### config.mk
export PLATFORM = sky130hd
export DESIGN_NAME = sic_mul
export DESIGN_NICKNAME = d
export VERILOG_FILES = /design/src/rtl/sic_mul.sv
export SDC_FILE = /design/constraint.sdc
export NUM_CORES = 2
export LEC_CHECK = 0
export BUFFER_PORTS_ARGS = -buffer_cell sky130_fd_sc_hd__buf_2
export CAP_MARGIN = 20
export CORE_AREA = 10 10 285 287
export CTS_CLUSTER_SIZE = 40
export DETAILED_ROUTE_END_ITERATION = 6
export DIE_AREA = 0 0 295 297
export GPL_TIMING_DRIVEN = 0
export PLACE_DENSITY = 0.83
export RECOVER_POWER = 50
export SLEW_MARGIN = 20
export SYNTH_ARGS = -nofsm -noshare
export SYNTH_HDL_FRONTEND = slang
export SYNTH_SLANG_ARGS = --single-unit
### constraint.sdc
create_clock -name clk -period 7.4 [get_ports clk]
set_input_delay 0.37 -clock clk [delete_from_list [all_inputs] [get_ports clk]]
set_output_delay 0.37 -clock clk [all_outputs]
set_load 0.005 [all_outputs]
### src/rtl/sic_mul.sv
// ----------------------------------------------------------------------------
// sic_mul
// Two-stage scaling multiply: segment extent times numerator, split into
// half-width partial products that are summed in the second stage.
// ----------------------------------------------------------------------------
module sic_mul #(
	parameter int COORD_BITS = 16,
	parameter int SIDE_W     = 36
) (
	input  logic                              clk,
	input  logic                              arst_n,
	input  logic                              in_valid,
	output logic                              in_ready,
	input  logic [COORD_BITS-1:0]             mag_x,
	input  logic [COORD_BITS-1:0]             mag_y,
	input  logic [2*COORD_BITS:0]             num,
	input  logic [2*COORD_BITS:0]             den_in,
	input  logic [SIDE_W-1:0]                 side_in,
	output logic                              out_valid,
	input  logic                              out_ready,
	output logic [3*COORD_BITS:0]             prod_x,
	output logic [3*COORD_BITS:0]             prod_y,
	output logic [2*COORD_BITS:0]             den_out,
	output logic [SIDE_W-1:0]                 side_out
);

	localparam int C  = COORD_BITS;
	localparam int DW = 2 * C + 1;
	localparam int PW = C + DW;
	localparam int H  = (DW + 1) / 2;
	localparam int HI = DW - H;

	logic rdy1, rdy2;
	logic vld_s1, vld_s2;

	logic [C+H-1:0]    pxl_s1, pyl_s1;
	logic [C+HI-1:0]   pxh_s1, pyh_s1;
	logic [DW-1:0]     den_s1, den_s2;
	logic [SIDE_W-1:0] side_s1, side_s2;
	logic [PW-1:0]     px_s2, py_s2;

	assign rdy2     = !vld_s2 || out_ready;
	assign rdy1     = !vld_s1 || rdy2;
	assign in_ready = rdy1;

	always_ff @(posedge clk or negedge arst_n) begin
		if (!arst_n) begin
			vld_s1 <= 1'b0;
			vld_s2 <= 1'b0;
		end else begin
			if (rdy1) vld_s1 <= in_valid;
			if (rdy2) vld_s2 <= vld_s1;
		end
	end

	// partial products
	always_ff @(posedge clk) begin
		if (rdy1) begin
			pxl_s1  <= mag_x * num[H-1:0];
			pxh_s1  <= mag_x * num[DW-1:H];
			pyl_s1  <= mag_y * num[H-1:0];
			pyh_s1  <= mag_y * num[DW-1:H];
			den_s1  <= den_in;
			side_s1 <= side_in;
		end
	end

	// partial product sum
	always_ff @(posedge clk) begin
		if (rdy2) begin
			px_s2   <= PW'(pxl_s1) + (PW'(pxh_s1) << H);
			py_s2   <= PW'(pyl_s1) + (PW'(pyh_s1) << H);
			den_s2  <= den_s1;
			side_s2 <= side_s1;
		end
	end

	assign out_valid = vld_s2;
	assign prod_x    = px_s2;
	assign prod_y    = py_s2;
	assign den_out   = den_s2;
	assign side_out  = side_s2;

endmodule

==> run_results.csv <==
group,metric,value,unit
yosys,dominantRegCellSynth,"edfxtp_1",
yosys,async_flop_share,0.543,%
clock_tree,clock_latency,0.62,ns
yosys,syn_nets,6103,
layout,syn2layout_area_growth,9.94,%
hold_path,hp-class,"in2async",
yosys,yosysWarnings,0,
detailed_routing,viasPerCell,5.87,
yosys,yosysSeqAreaShare,23.0,%
sta,finalHoldViolations,0,
yosys,synthTopCellsByArea,"fa_1 34%, edfxtp_1 23%, ha_1 12%",
critical_path,critical_path_class,"in2reg",
sta,slew_viol_final,92,
yosys,syn_area,48000,µm²
global_route,grt_pass1_vias,38245,
yosys,ys_ff_latch,368,
run_status,violations,"capacitance limit, slew limit",
yosys,synth_cell_types,69,
clock_tree,clock_sinks,368,
clock_tree,cts_tree,"done",
yosys,yosys-top-cells-count,"900 x inv_1, 806 x fa_1, 642 x nand2_1",
sta,fin_crit,6.92,ns
die,rows,101,
sta,rsz0062_at_grt,"false",
sta,max_slew_margin,-104,%
job,drv_cap,2,
detailed_routing,vias,36152,
yosys,yosysTopAreaCellShare,33.6,%
sta,tightest_slew,3.07,ns
global_route,antenna_found_initial,26,
clock_tree,cts-root-buf,"clkbuf_16",
critical_path,arrival,7.32,ns
placed_design,numPortBuffers,306,
placed_design,detailed_place_hpwl,115000,µm
yosys,synth_top_cell_by_area,"fa_1",
detailed_routing,routed_wirelength,145000,µm
clock_tree,path_clk_slew,0.06,ns
yosys,synth-edff-count,366,
yosys,synth_most_common_cell,"inv_1",
critical_path,startpoint_type,"input port",
die,dieArea,87600,µm²
run_status,status,"finished with violations",
detailed_routing,drt_pass1_iterations,6,
layout,nets,6540,
sta,max_freq,144,MHz
global_route,grtUsageTotal,33.6,%
die,die-width,295,µm
die,die_h,297,µm
global_route,grt_max_degree,58,
layout,drive_above_1_share,4.93,%
placed_design,place_congestion,1.03,
sta,setup_viol_count_final,0,
global_route,gr-total-overflow,0,
yosys,syn_area_per_cell,10.2,µm²
critical_path,path_max_fanout,10,
die,coreArea,75400,µm²
clock_tree,cts-htree-levels,2,
clock_tree,cts_made_buffers,40,
clock_tree,ctsLongestPathBuffers,3,
yosys,syn-instance-count,4709,
global_route,grt_pass1_wl,222000,µm
die,start_util,63.6,%
sta,post-route-period-util,93.5,%
critical_path,cp.required,7.80,ns
sta,skew,0.0438,ns
detailed_routing,route.detailed.drc,0,
detailed_routing,drtIter0Drc,3256,
critical_path,endpoint_kind,"flip-flop",
detailed_routing,post_drt_wl_per_cell,23.6,µm
layout,final_util,70.0,%
detailed_routing,ant_nets,0,
die,pin_count,307,
cells in the final DEF (no fill, tap or decap), types with 11 or more instances in the layout:
cell type / Yosys / final
xor2_1: 63 / 63
a21o_1: 75 / 75
a21oi_1: 123 / 123
nand4_1: 16 / 16
clkbuf_1: 214 / 361
edfxtp_1: 366 / 366
buf_6: 0 / 11
xnor2_1: 90 / 90
ha_1: 450 / 450
o21ai_1: 26 / 26
nand2_1: 642 / 642
and3_1: 24 / 24
o21ai_0: 52 / 52
and2_1: 496 / 494
dlygate4sd3_1: 0 / 71
clkbuf_16: 0 / 41
a211oi_1: 24 / 24
nand3_1: 26 / 26
a31oi_1: 12 / 12
fa_1: 806 / 806
o21bai_1: 18 / 18
nor2_1: 91 / 91
buf_2: 0 / 168
nor3_1: 18 / 18
nand2b_1: 22 / 22
inv_1: 900 / 900
o21a_1: 15 / 15
stage by stage:
step	worst slack [ns]	setup TNS [ns]	std cells	hold slack [ns]	area [µm²]
after floorplan	0.515	0	4709	0.0744	48000
after global placement	-2.40	-471.95	5993	0.165	50800
after detailed placement	0.0807	0	6011	0.168	51000
after CTS	0.681	0	6152	0.0804	53000
after global routing	0.212	0	6155	0.130	52800
final	0.479	0	6158	0.118	52800
critical path: stages:
cell,delay [ns]
buf_2,0.33
clkbuf_1,0.63
nand2_1,0.16
fa_1,0.53
fa_1,0.52
fa_1,0.53
inv_1,0.06
fa_1,0.53
fa_1,0.50
inv_1,0.05
fa_1,0.47
inv_1,0.04
ha_1,0.26
clkbuf_1,0.30
and3_1,0.25
nand2_1,0.08
nor4_1,0.53
or4b_1,0.22
a31oi_2,0.13
o21ai_1,0.27
a41oi_1,0.21
xnor2_1,0.34
registers in the layout (all words and copies together), names as in the netlist, 32 cells and up:
name      count
den_s1       33
side_s1      36
pyl_s1       33
pyh_s1       32
den_out      33
side_out     36
prod_y       49
pxl_s1       33
prod_x       49
pxh_s1       32
final cells by class:
cell class	count	area [µm²]
Tap cell	978	1220
Antenna cell	6	15.0
Clock buffer	51	1060
Clock inverter	19	184
Sequential cell	368	11000
Buffer	214	803
Timing Repair Buffer	395	2280
Fill cell	5767	22700
Multi-Input combinational cell	3227	32800
Inverter	900	3380
metal layers:
metal | GRT usage (%) | routed length (µm)
met5 | 0 | 153
met4 | 17.1 | 8990
met3 | 8.51 | 16200
met2 | 54.0 | 67300
met1 | 41.7 | 52800
kinds of logic (layout without fill, tap and decap cells):
kind of cell / Yosys count / count (layout) / share of synthesized area [%]
other cells: 0 / 6 / 0
buf+inv: 1114 / 1579 / 8.71
flops: 368 / 368 / 23.0
xor+xnor: 153 / 153 / 2.79
simple gates: 1394 / 1394 / 14.3
compound gates: 424 / 424 / 5.83
fa+ha+maj: 1256 / 1256 / 45.3
final timing paths:
path | startpoint | to | slack (ns) | cells past startpoint
min reg2reg | side_s1[5]$_DFFE_PP_ | side_out[5]$_DFFE_PP_ | 0.41 | 0
max in group asynchronous | arst_n | out_valid$_DFFE_PN0P_ | 7.14 | 2
min | arst_n | vld_s1$_DFFE_PN0P_ | 0.12 | 2
max reg2reg | out_valid$_DFFE_PN0P_ | prod_y[44]$_DFFE_PP_ | 3.51 | 2
min in group clk | num[0] | pxl_s1[0]$_DFFE_PP_ | 0.15 | 2
max | mag_y[2] | pyl_s1[32]$_DFFE_PP_ | 0.48 | 22
what timing repair did:
action	in CTS	in global routing
gates resized for setup	0	0
endpoints found under the setup margin	0	0
hold buffers	71	0
endpoints found under the hold margin	72	0
buffers inserted	0	0
Power is not shown: default switching activity piles up to over one toggle a cycle in this logic, so the estimate is an artifact.
